--- src/hw/rtl/swld_pkg.sv ---
// ----------------------------------------------------------------------------
// swld_pkg
// shared types and constants of the sync word length deframer
// ----------------------------------------------------------------------------
package swld_pkg;

    localparam int unsigned BYTE_W     = 8;
    localparam int unsigned LEN_W      = 16;
    localparam int unsigned OUT_DATA_W = 40;

    // sync word, oldest byte in the high bits
    localparam logic [31:0] SYNC_WORD = 32'hDADB_DCDD;

    // bytes held in the window before a compare is made
    localparam logic [1:0] WIN_FULL = 2'd3;

    // last header byte index
    localparam logic [1:0] HDR_LAST = 2'd3;

    // header byte positions
    localparam logic [1:0] HDR_FTYPE  = 2'd0;
    localparam logic [1:0] HDR_PTYPE  = 2'd1;
    localparam logic [1:0] HDR_LEN_LO = 2'd2;

    typedef enum logic [2:0] {
        PH_HUNT    = 3'b001,
        PH_HEADER  = 3'b010,
        PH_PAYLOAD = 3'b100
    } t_phase;

    // one result request from the core to the output register
    typedef struct packed {
        logic                valid;
        logic                empty;
        logic                last;
        logic [BYTE_W-1:0]   payload;
        logic [BYTE_W-1:0]   ftype;
        logic [BYTE_W-1:0]   ptype;
        logic [LEN_W-1:0]    length;
    } t_result;

endpackage

--- src/hw/rtl/swld_in_stage.sv ---
// ----------------------------------------------------------------------------
// swld_in_stage
// input register holding one received byte until the core consumes it
// ----------------------------------------------------------------------------
module swld_in_stage
    import swld_pkg::*;
(
    input  logic              i_clk,
    input  logic              i_rst_n,
    input  logic              i_valid,
    output logic              o_ready,
    input  logic [BYTE_W-1:0] i_byte,
    input  logic              i_advance,
    output logic              o_valid,
    output logic [BYTE_W-1:0] o_byte
);

    logic              r_valid;
    logic [BYTE_W-1:0] r_byte;

    assign o_ready = !r_valid || i_advance;
    assign o_valid = r_valid;
    assign o_byte  = r_byte;

    // valid flag
    always_ff @(posedge i_clk) begin
        if (!i_rst_n) begin
            r_valid <= 1'b0;
        end else if (o_ready) begin
            r_valid <= i_valid;
        end
    end

    // byte register
    always_ff @(posedge i_clk) begin
        if (o_ready && i_valid) begin
            r_byte <= i_byte;
        end
    end

endmodule

--- src/hw/rtl/swld_core.sv ---
// ----------------------------------------------------------------------------
// swld_core
// sync hunt, header capture and payload count, one byte per cycle in which i_fire is high
// ----------------------------------------------------------------------------
module swld_core
    import swld_pkg::*;
(
    input  logic              i_clk,
    input  logic              i_rst_n,
    input  logic              i_fire,
    input  logic [BYTE_W-1:0] i_byte,
    output t_result           o_res
);

    t_phase            r_phase,   n_phase;
    logic [23:0]       r_window,  n_window;
    logic [1:0]        r_win_cnt, n_win_cnt;
    logic [1:0]        r_hdr_cnt, n_hdr_cnt;
    logic [BYTE_W-1:0] r_ftype,   n_ftype;
    logic [BYTE_W-1:0] r_ptype,   n_ptype;
    logic [LEN_W-1:0]  r_length,  n_length;
    logic [LEN_W-1:0]  r_remain,  n_remain;

    // step logic
    always_comb begin
        n_phase   = r_phase;
        n_window  = r_window;
        n_win_cnt = r_win_cnt;
        n_hdr_cnt = r_hdr_cnt;
        n_ftype   = r_ftype;
        n_ptype   = r_ptype;
        n_length  = r_length;
        n_remain  = r_remain;
        o_res     = '0;
        o_res.ftype  = r_ftype;
        o_res.ptype  = r_ptype;
        o_res.length = r_length;

        case (r_phase)
            PH_HEADER: begin
                case (r_hdr_cnt)
                    HDR_FTYPE:  n_ftype  = i_byte;
                    HDR_PTYPE:  n_ptype  = i_byte;
                    HDR_LEN_LO: n_length = {{(LEN_W-BYTE_W){1'b0}}, i_byte};
                    default:    n_length = {i_byte, r_length[BYTE_W-1:0]};
                endcase
                if (r_hdr_cnt != HDR_LAST) begin
                    n_hdr_cnt = r_hdr_cnt + 2'd1;
                end else begin
                    n_hdr_cnt = '0;
                    n_remain  = n_length;
                    if (n_length == '0) begin
                        // zero-length frame gives one empty marker
                        n_phase      = PH_HUNT;
                        o_res.valid  = 1'b1;
                        o_res.empty  = 1'b1;
                        o_res.last   = 1'b1;
                        o_res.length = '0;
                    end else begin
                        n_phase = PH_PAYLOAD;
                    end
                end
            end
            PH_PAYLOAD: begin
                n_remain      = r_remain - 1'b1;
                o_res.valid   = 1'b1;
                o_res.payload = i_byte;
                o_res.last    = (n_remain == '0);
                if (n_remain == '0) begin
                    n_phase = PH_HUNT;
                end
            end
            default: begin
                // hunt, also taken for any unused phase code
                n_phase = PH_HUNT;
                if (r_win_cnt != WIN_FULL) begin
                    n_window  = {r_window[15:0], i_byte};
                    n_win_cnt = r_win_cnt + 2'd1;
                end else if ({r_window, i_byte} == SYNC_WORD) begin
                    n_window  = '0;
                    n_win_cnt = '0;
                    n_hdr_cnt = '0;
                    n_phase   = PH_HEADER;
                end else begin
                    n_window = {r_window[15:0], i_byte};
                end
            end
        endcase

        if (!i_fire) begin
            o_res.valid = 1'b0;
        end
    end

    // state registers
    always_ff @(posedge i_clk) begin
        if (!i_rst_n) begin
            r_phase   <= PH_HUNT;
            r_window  <= '0;
            r_win_cnt <= '0;
            r_hdr_cnt <= '0;
            r_ftype   <= '0;
            r_ptype   <= '0;
            r_length  <= '0;
            r_remain  <= '0;
        end else if (i_fire) begin
            r_phase   <= n_phase;
            r_window  <= n_window;
            r_win_cnt <= n_win_cnt;
            r_hdr_cnt <= n_hdr_cnt;
            r_ftype   <= n_ftype;
            r_ptype   <= n_ptype;
            r_length  <= n_length;
            r_remain  <= n_remain;
        end
    end

endmodule

--- src/hw/rtl/swld_out_stage.sv ---
// ----------------------------------------------------------------------------
// swld_out_stage
// result register driving the outgoing stream
// ----------------------------------------------------------------------------
module swld_out_stage
    import swld_pkg::*;
(
    input  logic                  i_clk,
    input  logic                  i_rst_n,
    input  t_result               i_res,
    output logic                  o_free,
    output logic                  o_valid,
    input  logic                  i_ready,
    output logic [OUT_DATA_W-1:0] o_data,
    output logic                  o_user,
    output logic                  o_last
);

    logic    r_valid;
    t_result r_res;

    assign o_free  = !r_valid || i_ready;
    assign o_valid = r_valid;
    assign o_data  = {r_res.length, r_res.ptype, r_res.ftype, r_res.payload};
    assign o_user  = r_res.empty;
    assign o_last  = r_res.last;

    // valid flag
    always_ff @(posedge i_clk) begin
        if (!i_rst_n) begin
            r_valid <= 1'b0;
        end else if (o_free) begin
            r_valid <= i_res.valid;
        end
    end

    // result payload
    always_ff @(posedge i_clk) begin
        if (o_free && i_res.valid) begin
            r_res <= i_res;
        end
    end

endmodule

--- src/hw/rtl/sync_word_length_deframer.sv ---
// A result is registered: it is valid on the output from the edge that accepts its request.
// Throughput: one byte per cycle while the result register can take a result; the state
// step is combinational between the input register and the result register, so a byte can follow in every cycle.
// Input is stalled only while the result register is full and not being taken.
// Reset (i_rst_n low, synchronous) empties both registers and restarts the sync hunt.
// ----------------------------------------------------------------------------
// sync_word_length_deframer
// finds the sync word, reads the frame header, marks empty frames and passes the payload bytes on
// ----------------------------------------------------------------------------
module sync_word_length_deframer
    import swld_pkg::*;
(
    input  logic                  i_clk,
    input  logic                  i_rst_n,
    input  logic                  i_s_axis_tvalid,
    output logic                  o_s_axis_tready,
    input  logic [BYTE_W-1:0]     i_s_axis_tdata,  // rx_byte
    output logic                  o_m_axis_tvalid,
    input  logic                  i_m_axis_tready,
    // payload_byte, frame_type, perception_type, frame_length
    output logic [OUT_DATA_W-1:0] o_m_axis_tdata,
    output logic                  o_m_axis_tuser,  // is_empty_frame
    output logic                  o_m_axis_tlast
);

    logic              in_valid;
    logic [BYTE_W-1:0] in_byte;
    logic              out_free;
    logic              fire;
    t_result           res;

    assign fire = in_valid && out_free;

    // input register
    swld_in_stage u_in (
        .i_clk     (i_clk),
        .i_rst_n   (i_rst_n),
        .i_valid   (i_s_axis_tvalid),
        .o_ready   (o_s_axis_tready),
        .i_byte    (i_s_axis_tdata),
        .i_advance (out_free),
        .o_valid   (in_valid),
        .o_byte    (in_byte)
    );

    // deframing step
    swld_core u_core (
        .i_clk   (i_clk),
        .i_rst_n (i_rst_n),
        .i_fire  (fire),
        .i_byte  (in_byte),
        .o_res   (res)
    );

    // result register
    swld_out_stage u_out (
        .i_clk   (i_clk),
        .i_rst_n (i_rst_n),
        .i_res   (res),
        .o_free  (out_free),
        .o_valid (o_m_axis_tvalid),
        .i_ready (i_m_axis_tready),
        .o_data  (o_m_axis_tdata),
        .o_user  (o_m_axis_tuser),
        .o_last  (o_m_axis_tlast)
    );

    // empty marker always closes the frame and carries no byte or length
    a_empty_marker: assert property (@(posedge i_clk) disable iff (!i_rst_n)
        (o_m_axis_tvalid && o_m_axis_tuser) |->
            (o_m_axis_tlast && o_m_axis_tdata[7:0] == '0 &&
             o_m_axis_tdata[39:24] == '0))
        else $error("empty marker malformed");

    // a result made by the core lands in the result register
    a_result_kept: assert property (@(posedge i_clk) disable iff (!i_rst_n)
        (fire && res.valid) |=> o_m_axis_tvalid)
        else $error("result lost");

    // input side never stalls while the result register is empty
    a_no_idle_stall: assert property (@(posedge i_clk) disable iff (!i_rst_n)
        !o_m_axis_tvalid |-> o_s_axis_tready)
        else $error("input stalled with empty result register");

endmodule
--- config.mk ---
export PLATFORM = sky130hd
export DESIGN_NAME = sync_word_length_deframer
export DESIGN_NICKNAME = d
export VERILOG_FILES = /design/src/hw/rtl/swld_pkg.sv /design/src/hw/rtl/swld_in_stage.sv /design/src/hw/rtl/swld_core.sv /design/src/hw/rtl/swld_out_stage.sv /design/src/hw/rtl/sync_word_length_deframer.sv
export SDC_FILE = /design/constraint.sdc
export NUM_CORES = 1
export LEC_CHECK = 0
export BUFFER_PORTS_ARGS = -buffer_cell sky130_fd_sc_hd__buf_2
export CORE_AREA = 2 2 131 133
export CTS_BUF_LIST = sky130_fd_sc_hd__clkbuf_16
export DETAILED_ROUTE_END_ITERATION = 8
export DIE_AREA = 0 0 133 135
export PLACE_DENSITY = 0.5
export RECOVER_POWER = 25
export REMOVE_ABC_BUFFERS = 1
export SYNTH_ARGS = -nofsm -noshare
export SYNTH_HDL_FRONTEND = slang
export SYNTH_SLANG_ARGS = --single-unit
export TNS_END_PERCENT = 100
--- constraint.sdc ---
create_clock -name i_clk -period 10.35 [get_ports i_clk]
set_input_delay 1.035 -clock i_clk [delete_from_list [all_inputs] [get_ports i_clk]]
set_output_delay 1.035 -clock i_clk [all_outputs]
set_load 0.05 [all_outputs]
* Word level (Yosys, flattened, before mapping)
Index checks and enable logic that the tools add are counted.
** Storage, ports and cells
- ROM bits :: 0
- RAM bits :: 0
- Output and inout port bits :: 44
- Latch bits :: 0
- Register bits :: 131
- Memories kept :: 0
** Operators by class
- Equality and inequality tests :: 10
- Div/mod/pow operators :: 0
- Order comparisons :: 0
- Reduce and logical (&&, ||, !) cells :: 24
- Muxes and demuxes :: 25
- Bitwise gates (word level) :: 3
- Add/subtract/negate cells :: 3
- Shifts and indexed selects :: 0
- Multiply operators :: 0
** Operators with widths (count)
- 16-bit two-way mux :: 5
- 16-bit one-hot mux with 2 select lines :: 2
- 24-bit two-way mux :: 2
- 32-bit equality test (second input constant) :: 1
- 16-bit logical NOT :: 2
- 3-bit two-way mux :: 6
- 16-bit by 1-bit subtractor with 16-bit output (second input constant) :: 1
- 3-bit AND reduction :: 5
- 2-bit two-way mux :: 5
- 2-bit != test (second input constant) :: 4
- 3-bit one-hot mux with 2 select lines :: 1
- 2-bit nonzero test :: 3
- 2-bit OR reduction :: 3
- 2-bit by 1-bit adder with 2-bit output (second input constant) :: 2
- 1-bit one-hot mux with 2 select lines :: 2
- 2-bit one-hot mux with 2 select lines :: 1
- 2-bit AND reduction :: 2
- 4-bit AND reduction :: 1
- 3-bit by 2-bit equality test with 1-bit output (second input constant) :: 1
- 3-bit equality test (second input constant) :: 1
- 1-bit logical AND :: 3
- 1-bit inverter :: 3
- 2-bit by 1-bit equality test with 1-bit output (second input constant) :: 1
- 2-bit equality test (second input constant) :: 1
- other kinds (5) :: 7

* Depth between registers and ports, before layout
Gate-level depths: netlist of the first run.
- Depth in word-level cells :: 10
- Mapped depth :: 10
- Gate-level depth less buffers :: 8

* By module
A second synthesis of the first run with hierarchy kept.
** Unflattened totals
- Cells, all modules :: 572
- Area total of the unflattened synthesis :: 5635.4 um^2
** By module, submodules not included
- swld_core :: area an instance 4012.6 um^2, cells each 511, instances 1, sequential area each 1581.5 um^2
- swld_out_stage :: area an instance 1318.8 um^2, cells each 47, instances 1, sequential area each 1281.2 um^2
- swld_in_stage :: area an instance 297.8 um^2, cells each 13, instances 1, sequential area each 260.2 um^2
- sync_word_length_deframer :: area an instance 6.3 um^2, cells each 1, instances 1, sequential area each 0.0 um^2

* Worst setup path after synthesis of the first run
OpenSTA, ideal clock, no wires.
- Path kind :: register to register
- From :: register u_core.r_hdr_cnt[0]
- To :: register u_out.r_res, in the netlist u_out.o_data[0] (enable)
- Data arrival time :: 3.869 ns
- Cell stages (with the launch flop) :: 11
- Library setup time :: 0.441 ns
- Slack :: 6.039 ns
- Buffers on the path :: 2
- Cells stage by stage :: dfxtp_1 inv_1 ha_1 clkbuf_1 or2_2 a22oi_1 nand4_1 nor4b_2 buf_2 nor2_1 nor2_1
** On the way
- Word-level cells in the longest chain between the ends :: 10
- Elaborated cells on any way between the ends :: 13
- Classes of those cells :: eq/ne (3); mux (6); reduce/logical (4)
** RTL lines
- start, declared :: line swld_core.sv:18 : logic [1:0] r_hdr_cnt, n_hdr_cnt;
- start signal, assigned :: line swld_core.sv:110 : r_hdr_cnt <= n_hdr_cnt;
- 2-bit by 1-bit equality test with 1-bit output / 2-bit logical NOT (equally long branches) :: line swld_core.sv:41 : case (r_hdr_cnt)
- 2-bit OR reduction (no line)
- 16-bit one-hot mux with 2 select lines :: line swld_core.sv:41
- 16-bit two-way mux :: line swld_core.sv:39 : case (r_phase)
- 16-bit logical NOT :: line swld_core.sv:52 : if (n_length == '0) begin
- 3-bit two-way mux :: line swld_core.sv:52
- 3-bit two-way mux (*) :: line swld_core.sv:47 : if (r_hdr_cnt != HDR_LAST) begin
- 1-bit one-hot mux with 2 select lines (*) :: line swld_core.sv:39
- 1-bit two-way mux (*) :: line swld_core.sv:90 : if (!i_fire) begin
- 1-bit logical AND (*) :: line swld_out_stage.sv:39 : if (o_free && i_res.valid) begin
- end signal, assigned :: line swld_out_stage.sv:40 : r_res <= i_res;
- end, declared :: line swld_out_stage.sv:20 : t_result r_res;
Every way passes the cells marked *; elsewhere a longest branch is shown, timed or not. The select of a mux whose other input is x is not followed.
A chain may end at the register's enable or synchronous reset.

* Worst setup path in the final report of the first run
- From :: input i_rst_n
- To :: register u_core.r_phase[2]
** RTL lines
- start, declared :: line sync_word_length_deframer.sv:14 : input logic i_rst_n,
- end signal, assigned :: line swld_core.sv:107 : r_phase <= n_phase;
- end, declared :: line swld_core.sv:15 : t_phase r_phase, n_phase;
No word-level cell between the ends.

==> flow_metrics.py, run 1 <==
metrics = {
    "timing": {
        "setup_viol": 0,
        "fin_crit_sh": 0.3785,
        "worst_hold_slack_ns": 0.4355,
        "relSlewSlack": -1.304,
        "clock.fmax_mhz": 255.3,
        "rsz0062_at_grt": "false",
        "hold_violations": 0,
        "fin_setup_tns_ns": 0,
        "slew_viol_final": 77,
        "finClkSkew_ns": 0.009726,
        "period_needed_ns": 3.917,
        "tightestPinTransition_ns": 3.456,
    },
    "worst_setup_path": {
        "crit_type": "in2reg",
        "r2r_start": "u_core.r_hdr_cnt[0]",
        "critical_path_buf_inv_count": 3,
        "critical-path-max-stage-delay_ns": 2.41,
        "critPathLaunchType": "input port",
        "crit_path_end_kind": "flip-flop",
        "r2r_end": "u_out.o_data[14]",
        "worstPathCellList": "buf_2 > inv_2 > clkbuf_1 > o21ai_0",
        "r2r_setup_slack_ns": 6.76,
        "cp_max_fo": 76,
        "critPathArrivalTime_ns": 4.07,
        "critPathTopFamily": "buffers and inverters",
        "rr_worst_depth": 8,
        "crit_required_ns": 10.51,
        "cpMaxStageDelayCell": "clkbuf_1",
        "cp-startpoint": "i_rst_n",
    },
    "power_and_ir_drop": {
        "p_sw_mw": 0.2479,
        "leakage_nw": 2.525,
        "power_frac_comb": 0.017,
        "p_int_mw": 0.9433,
        "swShare": 0.2081,
        "p_clk_frac": 0.525,
        "power_density_mw_per_mm2": 179.6,
        "vdd_drop_max_uv": 113.5,
        "seqPwrFrac": 0.458,
        "p_total_mw": 1.191,
    },
    "die": {
        "die_y_um": 135,
        "dieArea_mm2": 0.01796,
        "num_io_pins": 56,
        "initial_core_util": 0.3450,
        "rows": 47,
        "core_area_mm2": 0.01641,
        "die_w_um": 133,
    },
    "routing": {
        "vias": 4384,
        "wl_um": 13910,
        "drt_pass1_iterations": 4,
        "drt_iter0_markers": 331,
        "drc_errors": 0,
        "ant_nets": 0,
        "viasPerCell": 5.194,
        "avgRoutedWirePerCell_um": 16.48,
    },
    "grt": {
        "grt_usage": 0.1607,
        "grt_first_pass_wirelength_um": 22290,
        "antenna_found_initial": 0,
        "overflow": 0,
        "grt_max_degree": 77,
        "grt_pass1_vias": 4251,
    },
    "finish": {
        "area_growth_pct": 17.20,
        "num-fill-cells": 1639,
        "drive_above_1_share": 0.1442,
        "layout.cells.non_filler": 844,
        "nets": 631,
        "antenna-diode-count": 0,
        "final_cell_mix": "dfxtp_1, nor2_1, nand2_1",
        "finish.utilization": 0.4043,
        "layout_commonest_cell": "dfxtp_1",
    },
    "synthesis": {
        "synthCells": 585,
        "ys_ff_latch": 131,
        "synth.avg_cell_area_um2": 9.676,
        "yosys_most_used_dff": "dfxtp_1",
        "syn_area_mm2": 0.005660,
        "synth_warnings": 0,
        "synth_cell_types": 53,
        "synthArstFlopShare": 0,
        "yosys-top-cells-area": "dfxtp_1, edfxtp_1, a22oi_1",
        "seq_area_frac_synth": 0.5517,
        "synth_edf_count": 50,
        "synth_top_cell_area_share": 0.2865,
        "synth_top_area_cell": "dfxtp_1",
    },
    "clock_network": {
        "postCtsSetupRepairBufs": 0,
        "numCtsBuffers": 17,
        "ctsHoldBuffers": 0,
        "cts_tree": "done",
        "clk_path_buf_depth": 2,
        "cts_htree_levels": 4,
        "cts-resized-gates": 0,
        "clkTransAtPathRegs_ns": 0.06,
        "clock-sinks": 131,
        "clk_latency_ns": 0.42,
        "cts-root-buf": "clkbuf_16",
    },
    "worst_hold_path": {
        "hold_path_class": "reg2reg",
        "worstHoldPathCells": 0,
        "hold_end": "u_out.o_data[23]",
        "min_from": "u_core.r_ptype[7]",
    },
    "outcome": {
        "violations": "max-capacitance violations, max-slew violations",
        "status": "finished with violations",
    },
    "placement": {
        "place_congestion": 0.8579,
        "placed_cells_incl_taps": 813,
        "place_hpwl_um": 9387,
        "numPortBuffers": 55,
    },
    "job": {
        "cap_violations": 1,
    },
}
==> per-stage QoR <==
stage / area, µm² / setup WS [ns]
final: 6634 / 6.433
after global routing: 6634 / 6.084
after CTS: 6650 / 6.706
after detailed placement: 6040 / 6.725
after global placement: 6040 / 6.815
after floorplan: 5449 / 5.920
==> state kept, by name, summed over array words and instances (netlist names) <==
signal and count:
u_out.o_last 1, u_in.o_valid 1, u_core.r_hdr_cnt 2, u_core.r_win_cnt 2, u_out.o_user 1, u_core.r_phase 3
u_core.r_remain 16, u_core.r_length 16, u_out.o_data 40, u_core.r_window 24, u_core.r_ftype 8, u_core.r_ptype 8
u_out.o_valid 1, u_in.o_byte 8
==> cells in the mapped netlist, drive strengths merged, types with 3 or more instances <==
| cell | count |
|---|---|
| dfxtp | 81 |
| nor2 | 68 |
| nand2 | 63 |
| edfxtp | 50 |
| a21oi | 45 |
| clkbuf | 42 |
| a22oi | 36 |
| o21ai | 26 |
| nand3 | 25 |
| nor2b | 17 |
| a211oi | 16 |
| nor4 | 12 |
| and3 | 9 |
| buf | 9 |
| nor3 | 9 |
| inv | 8 |
| ha | 7 |
| nand4b | 5 |
| o21a | 5 |
| and2 | 4 |
| nand3b | 4 |
| a21o | 3 |
| nor4b | 3 |
| o22ai | 3 |
| or3 | 3 |
| or4 | 3 |
| or4bb | 3 |
==> worst max-delay path by stage <==
stage,to,slack [ns],cells after the start
2_1_floorplan,u_out.o_data[0],5.92,7
3_3_place_gp,u_out.o_data[19],6.82,8
3_5_place_dp,u_out.o_data[39],6.72,9
4_1_cts,u_out.o_data[36],6.71,8
5_1_grt,u_core.r_phase[2],6.08,4
6_report,u_core.r_phase[2],6.43,4
==> layer usage <==
metal,track usage,part of all wire,routed length (µm)
met3,0.04092,0.041,572
met5,0,0,0
met1,0.2147,0.47,6573
met2,0.2524,0.47,6530
met4,0.05974,0.017,232
==> worst register-to-register path, cell delays in order, from the launching register on <==
cell     delay [ns]
dfxtp_1        0.34
ha_1           0.44
or3_1          0.61
o21a_1         0.18
a21oi_1        0.16
nor4b_2        0.22
buf_4          0.23
nor2_1         0.09
nor2_4         0.89
==> kinds of logic (layout without fill, tap and decap cells) <==
| logic type | after synthesis | in the layout | synth area share |
|---|---|---|---|
| mux | 2 | 2 | 0.003537 |
| simple gates | 238 | 238 | 0.2171 |
| compound gates | 145 | 145 | 0.1649 |
| buf+inv | 59 | 98 | 0.04266 |
| xor+xnor | 3 | 3 | 0.004643 |
| flops | 131 | 131 | 0.5517 |
| fa+ha+maj | 7 | 7 | 0.01547 |
==> power groups by stage <==
stage	combinational [mW]	clock [mW]	sequential (mW)
2_1_floorplan	0.0130	0	0.552
3_3_place_gp	0.0203	0	0.556
3_5_place_dp	0.0208	0	0.556
4_1_cts	0.0208	0.637	0.545
5_1_grt	0.0231	0.656	0.546
6_report	0.0204	0.625	0.545
==> cell type report <==
type / instances / area, µm² / area share
sequential: 131 / 3123 / 0.4708
multi-input combinational: 395 / 2306 / 0.3476
clock buffer: 17 / 425.4 / 0.06413
timing repair buffer: 59 / 289.0 / 0.04357
tap: 220 / 275.3 / 0.04149
clock inverter: 14 / 185.2 / 0.02791
inverter: 8 / 30.03 / 0.004527
Power figures use the tool's default switching activity.
==> run 2: changes to the inputs <==
--- a/config.mk
+++ b/config.mk
@@ -5,11 +5,12 @@
 export SDC_FILE = /design/constraint.sdc
 export NUM_CORES = 1
 export LEC_CHECK = 0
+export ABC_AREA = 1
 export BUFFER_PORTS_ARGS = -buffer_cell sky130_fd_sc_hd__buf_2
-export CORE_AREA = 2 2 131 133
+export CORE_AREA = 2 2 132 134
 export CTS_BUF_LIST = sky130_fd_sc_hd__clkbuf_16
 export DETAILED_ROUTE_END_ITERATION = 8
-export DIE_AREA = 0 0 133 135
+export DIE_AREA = 0 0 134 136
 export PLACE_DENSITY = 0.5
 export RECOVER_POWER = 25
 export REMOVE_ABC_BUFFERS = 1
==> constraint.sdc (replaced) <==
create_clock -name i_clk -period 3.7 [get_ports i_clk]
set_input_delay 0.37 -clock i_clk [delete_from_list [all_inputs] [get_ports i_clk]]
set_output_delay 0.37 -clock i_clk [all_outputs]
set_load 0.05 [all_outputs]
==> run 2 against run 1 <==
Effect of this change:
- final area increased by 1.7%
- cell count increased by 15%
- sequential cell count unchanged
- the flow now finishes without violations
- power increased to 2.8 times the previous value
- first-iteration DRC count increased by 12%
- clock-buffer cell count unchanged
- clock power increased to 2.5 times the previous value
- critical path depth increased by 10
==> flow_metrics.py, run 2 <==
metrics = {
    "synthesis": {
        "seq_area_frac_synth": 0.5436,
        "yosys-top-cells-count": "nand2_1, o21ai_0, dfxtp_1, a21oi_1, nor2_1",
        "yosys_most_used_dff": "dfxtp_1",
        "synthCells": 691,
        "synth_cell_types": 36,
        "ys_ff_latch": 131,
        "syn_area_mm2": 0.005746,
        "synth_edf_count": 50,
        "synth_warnings": 0,
        "synth_top_area_cell": "dfxtp_1",
        "yosys-top-cells-area": "dfxtp_1, edfxtp_1, nand2_1",
        "synth.most_common_cell": "nand2_1",
        "synthArstFlopShare": 0,
        "synth.avg_cell_area_um2": 8.315,
        "synth_top_cell_area_share": 0.2822,
    },
    "worst_setup_path": {
        "r2r_end": "u_out.o_data[32]",
        "r2r_setup_slack_ns": 0.79,
        "critical_path_buf_inv_count": 5,
        "r2r_start": "u_core.r_hdr_cnt[0]",
        "crit_end": "u_out.o_data[32]",
        "critPathTopFamily": "buffers and inverters",
        "critPathLaunchType": "flip-flop",
        "rr_worst_depth": 14,
        "crit_path_end_kind": "flip-flop",
        "critPathArrivalTime_ns": 3.06,
        "critical-path-max-stage-delay_ns": 0.41,
        "cp_max_fo": 34,
        "cp.depth": 14,
        "crit_required_ns": 3.85,
        "crit_type": "reg2reg",
        "crit_top_cell": "nand2_1",
        "cp-startpoint": "u_core.r_hdr_cnt[0]",
        "worstPathCellList": "ha_1 > buf_4 > inv_4 > nand2_2 > nand2_1 > o21ai_1 > nor2_1 > nand2_1 > nor2_4 > nand3_4 > clkinv_2 > o21ai_2 > clkinv_1 > buf_12",
        "cpMaxStageDelayCell": "dfxtp_1",
    },
    "timing": {
        "slew_viol_final": 0,
        "fin_setup_tns_ns": 0,
        "setup_viol": 0,
        "relSlewSlack": 0.5193,
        "fin_crit_sh": 0.7863,
        "tightestPinTransition_ns": 0.7190,
        "period_needed_ns": 2.909,
        "finClkSkew_ns": 0.01077,
        "rsz0062_at_grt": "false",
        "hold_violations": 0,
        "clock.fmax_mhz": 343.7,
    },
    "die": {
        "die_w_um": 134,
        "rows": 48,
        "num_io_pins": 56,
        "initial_core_util": 0.3405,
        "core_area_mm2": 0.01688,
        "die_y_um": 136,
        "dieArea_mm2": 0.01822,
    },
    "power_and_ir_drop": {
        "vdd_drop_max_uv": 284.4,
        "power_density_mw_per_mm2": 486.3,
        "p_total_mw": 3.280,
        "leakage_nw": 2.618,
    },
    "routing": {
        "avgRoutedWirePerCell_um": 14.78,
        "drt_pass1_iterations": 5,
        "drc_errors": 0,
        "ant_nets": 0,
        "viasPerCell": 4.834,
        "wl_um": 14370,
        "vias": 4699,
        "drt_iter0_markers": 372,
    },
    "job": {
        "cap_violations": 0,
    },
    "finish": {
        "antenna-diode-count": 0,
        "num-fill-cells": 1700,
        "nets": 753,
        "finish.utilization": 0.3996,
        "final_cell_mix": "nand2_1, o21ai_0, dfxtp_1",
        "final_area_mm2": 0.006744,
        "largest_reg_flops": 40,
        "area_growth_pct": 17.38,
        "layout_commonest_cell": "nand2_1",
        "drive_above_1_share": 0.1365,
    },
    "clock_network": {
        "clk_latency_ns": 0.42,
        "clock-sinks": 131,
        "cts_tree": "done",
        "cts_htree_levels": 4,
        "cts-root-buf": "clkbuf_16",
        "postCtsSetupRepairBufs": 0,
        "ctsHoldBuffers": 0,
        "numCtsBuffers": 17,
        "cts-resized-gates": 0,
        "clkTransAtPathRegs_ns": 0.06,
        "clk_path_buf_depth": 2,
    },
    "worst_hold_path": {
        "min_from": "i_s_axis_tdata[7]",
        "hold_path_class": "in2reg",
    },
    "grt": {
        "grt_max_degree": 68,
        "antenna_found_initial": 0,
        "overflow": 0,
        "grt_first_pass_wirelength_um": 23240,
        "grt_pass1_vias": 4548,
        "grt_usage": 0.1647,
    },
    "outcome": {
        "status": "finished clean",
    },
    "placement": {
        "place_hpwl_um": 9964,
        "placed_area_mm2": 0.006198,
        "numPortBuffers": 55,
        "place_congestion": 0.8485,
    },
}
run 2: worst min path at each step:
stage	depth (start not counted)	slack [ns]	to
final	1	0.13	u_in.o_byte[7]
after global routing	1	0.12	u_in.o_byte[3]
after CTS	1	0.11	u_in.o_byte[7]
after detailed placement	0	0.41	u_out.o_data[9]
after global placement	0	0.41	u_out.o_data[9]
after floorplan	0	0.40	u_out.o_data[10]
run 2: where the power goes:
group          internal, mW  leakage [nW]  total [mW]  switching (mW)
sequential             1.52          1.08        1.55          0.0305
clock                 0.889         0.272        1.59           0.704
combinational        0.0390          1.27       0.133          0.0942
total                  2.45          2.62        3.28           0.829
run 2: final cells by class:
class | instances | area (µm²) | area share
well taps | 225 | 281.5 | 0.04174
multi-input cells | 460 | 2217 | 0.3288
repair buffers | 62 | 321.6 | 0.04768
flip-flops and latches | 131 | 3123 | 0.4631
inverters | 62 | 236.5 | 0.03506
clock buffers | 17 | 425.4 | 0.06308
clock inverters | 15 | 138.9 | 0.02059
run 2: kinds of logic after synthesis:
family                   Yosys count  share of synthesized area
AO/OA/AOI/OAI                    172                     0.1553
AND/OR/NAND/NOR                  277                     0.2093
buffers and inverters            100                    0.07056
adder cells (fa/ha/maj)            7                    0.01524
flip-flops                       131                     0.5436
XOR/XNOR                           4                   0.006099
run 2: per-stage QoR:
stage,setup slack [ns],instances,hold WS (ns)
final,0.7907,972,0.1292
after global routing,0.4573,972,0.1164
after CTS,0.8164,972,0.1143
after detailed placement,0.8301,940,0.4140
after global placement,0.9969,940,0.4089
after floorplan,0.6904,653,0.4030
run 2: layer usage:
layer | up-vias | GRT usage | wire [µm]
met5 | - | 0 | 0
met3 | 25 | 0.03207 | 607
li1 | 2397 | - | -
met2 | 109 | 0.2689 | 6848
met1 | 2168 | 0.2119 | 6534
met4 | 0 | 0.07447 | 376
==> run 3: changes to the inputs <==
--- a/config.mk
+++ b/config.mk
@@ -11,7 +11,7 @@
 export CTS_BUF_LIST = sky130_fd_sc_hd__clkbuf_16
 export DETAILED_ROUTE_END_ITERATION = 8
 export DIE_AREA = 0 0 134 136
-export PLACE_DENSITY = 0.5
+export PLACE_DENSITY = 0.52
 export RECOVER_POWER = 25
 export REMOVE_ABC_BUFFERS = 1
 export SYNTH_ARGS = -nofsm -noshare
==> constraint.sdc (replaced) <==
create_clock -name i_clk -period 2.34 [get_ports i_clk]
set_input_delay 0.234 -clock i_clk [delete_from_list [all_inputs] [get_ports i_clk]]
set_output_delay 0.234 -clock i_clk [all_outputs]
set_load 0.05 [all_outputs]
==> run 3 against run 2 <==
Effect of this change:
- via count is 7.0% higher
- die area unchanged
- sequential power up 59%
- non-clock buffer count increased by 49
- sequential cell count unchanged
- first-iteration DRC count down 13%
- clock power increased by 69%
- global-route usage is 0.72 points higher
- clock skew rose by 0.0022 ns
- final area is 8.8% higher
- critical path type unchanged
- largest power group unchanged
==> flow_metrics.py, run 3 (synthesized netlist as in run 2, its figures left out) <==
metrics = {
    "grt": {
        "grt_pass1_vias": 4855,
        "grt_first_pass_wirelength_um": 24350,
        "grt_max_degree": 42,
        "overflow": 0,
        "antenna_found_initial": 0,
        "grt_usage": 0.1720,
    },
    "routing": {
        "wl_um": 15100,
        "viasPerCell": 4.919,
        "met3_length_um": 759,
        "top_layer": "met4",
        "wl_met2_um": 7215,
        "wl_met1_um": 6774,
        "drt_iter0_markers": 325,
        "ant_nets": 0,
        "avgRoutedWirePerCell_um": 14.78,
        "vias": 5027,
        "drc_errors": 0,
        "drt_pass1_iterations": 5,
    },
    "power_and_ir_drop": {
        "power_density_mw_per_mm2": 732.9,
        "p_total_mw": 5.375,
        "leakage_nw": 2.942,
        "vdd_drop_max_uv": 457.7,
    },
    "clock_network": {
        "numCtsBuffers": 17,
        "cts-root-buf": "clkbuf_16",
        "clock-sinks": 131,
        "clk_latency_ns": 0.42,
        "cts_tree": "done",
        "clk_path_buf_depth": 2,
        "cts_htree_levels": 4,
        "clkTransAtPathRegs_ns": 0.06,
    },
    "worst_setup_path": {
        "crit_required_ns": 2.48,
        "critPathArrivalTime_ns": 2.47,
        "cpMaxStageDelayCell": "dfxtp_4",
        "critPathLaunchType": "flip-flop",
        "rr_worst_depth": 13,
        "cp_max_fo": 16,
        "crit_path_end_kind": "flip-flop",
        "critical-path-max-stage-delay_ns": 0.36,
        "worstPathCellList": "ha_1 > buf_4 > nand2_1 > o21ai_0 > nand2_2 > nand4_1 > nor2_2 > nand3_4 > inv_4 > o21ai_4 > inv_2 > buf_6 > clkbuf_16",
        "crit_type": "reg2reg",
    },
    "timing": {
        "fin_setup_tns_ns": 0,
        "finClkSkew_ns": 0.01298,
        "rsz0062_at_grt": "true",
        "slew_viol_final": 0,
        "fin_crit_sh": 0.9964,
        "relSlewSlack": 0.1504,
        "period_needed_ns": 2.332,
        "hold_violations": 0,
        "tightestPinTransition_ns": 1.274,
        "clock.fmax_mhz": 428.9,
        "worst_hold_slack_ns": 0.09652,
        "setup_viol": 0,
    },
    "die": {
        "dieArea_mm2": 0.01822,
        "die_y_um": 136,
        "num_io_pins": 56,
        "core_area_mm2": 0.01688,
        "initial_core_util": 0.3405,
        "die_w_um": 134,
        "rows": 48,
    },
    "placement": {
        "numPortBuffers": 55,
        "placed_cells_incl_taps": 966,
        "place_hpwl_um": 10230,
        "place_congestion": 0.8852,
    },
    "finish": {
        "nets": 803,
        "largest_reg_flops": 40,
        "layout.cells.non_filler": 1022,
        "layout_commonest_cell": "nand2_1",
        "final_cell_mix": "nand2_1, o21ai_0, dfxtp_1",
        "drive_above_1_share": 0.2095,
        "antenna-diode-count": 0,
        "area_growth_pct": 27.66,
    },
    "worst_hold_path": {
        "worstHoldPathCells": 3,
        "hold_path_class": "in2reg",
    },
    "job": {
        "cap_violations": 0,
    },
    "outcome": {
        "status": "finished clean",
    },
}
[run 3: cell count changes in the layout (fill, tap and decap cells not counted), sizes merged, moves of 3 or more]
cell,delta
buf,+44
bufinv,+3
clkbuf,-3
clkinvlp,-3
dlygate4sd3,+8
[run 3: cell type report]
class	count	area, µm²
inverters	62	240.2
clock inverters	15	167.7
fillers	1657	9542
multi-input cells	461	2310
repair buffers	111	779.5
flip-flops and latches	131	3131
well taps	225	281.5
clock buffers	17	425.4
[run 3: final timing paths]
path / startpoint / end / slack, ns
worst min register to register: u_core.r_ftype[1] / u_out.o_data[9] / 0.42
worst max-delay path: u_core.r_hdr_cnt[0] / u_out.o_data[17] / 0.008
worst min-delay path: i_s_axis_tvalid / u_in.o_valid / 0.1
worst max register to register: u_core.r_hdr_cnt[0] / u_out.o_data[17] / 0.008
[run 3: timing repair]
action,CTS,global route
pin swaps,3,12
hold buffers,8,0
setup endpoints to repair,42,45
endpoints found under the hold margin,8,0
resized for setup,8,29
cloned,2,2
buffers inserted,3,10
[run 3: critical path: cells and delay by family, from the launching register on]
kind            cells  cell delay, ns
flops               1            0.36
buf+inv             5            0.68
fa+ha+maj           1            0.24
simple gates        5            0.57
compound gates      2            0.19
[run 3: stage by stage]
step | utilization | setup WS, ns | instance area [µm²]
after global routing | 0.4346 | -0.09463 | 7335
after CTS | 0.4246 | 0.002177 | 7166
after detailed placement | 0.3796 | -0.1136 | 6406
after floorplan | - | -0.6696 | 5577
after global placement | 0.3796 | -0.007920 | 6406
final | 0.4346 | 0.008318 | 7335
[run 3: power breakdown]
part	leakage, nW	total (mW)	internal, mW	switching [mW]
clock	0.303	2.69	1.67	1.02
sequential	1.08	2.46	2.41	0.0496
combinational	1.56	0.232	0.0790	0.153
[run 3: metal layers]
metal,vias up,global-route usage
met1,2354,0.2146
li1,2492,-
met5,-,0
met4,0,0.07624
met2,149,0.2823
met3,32,0.04325
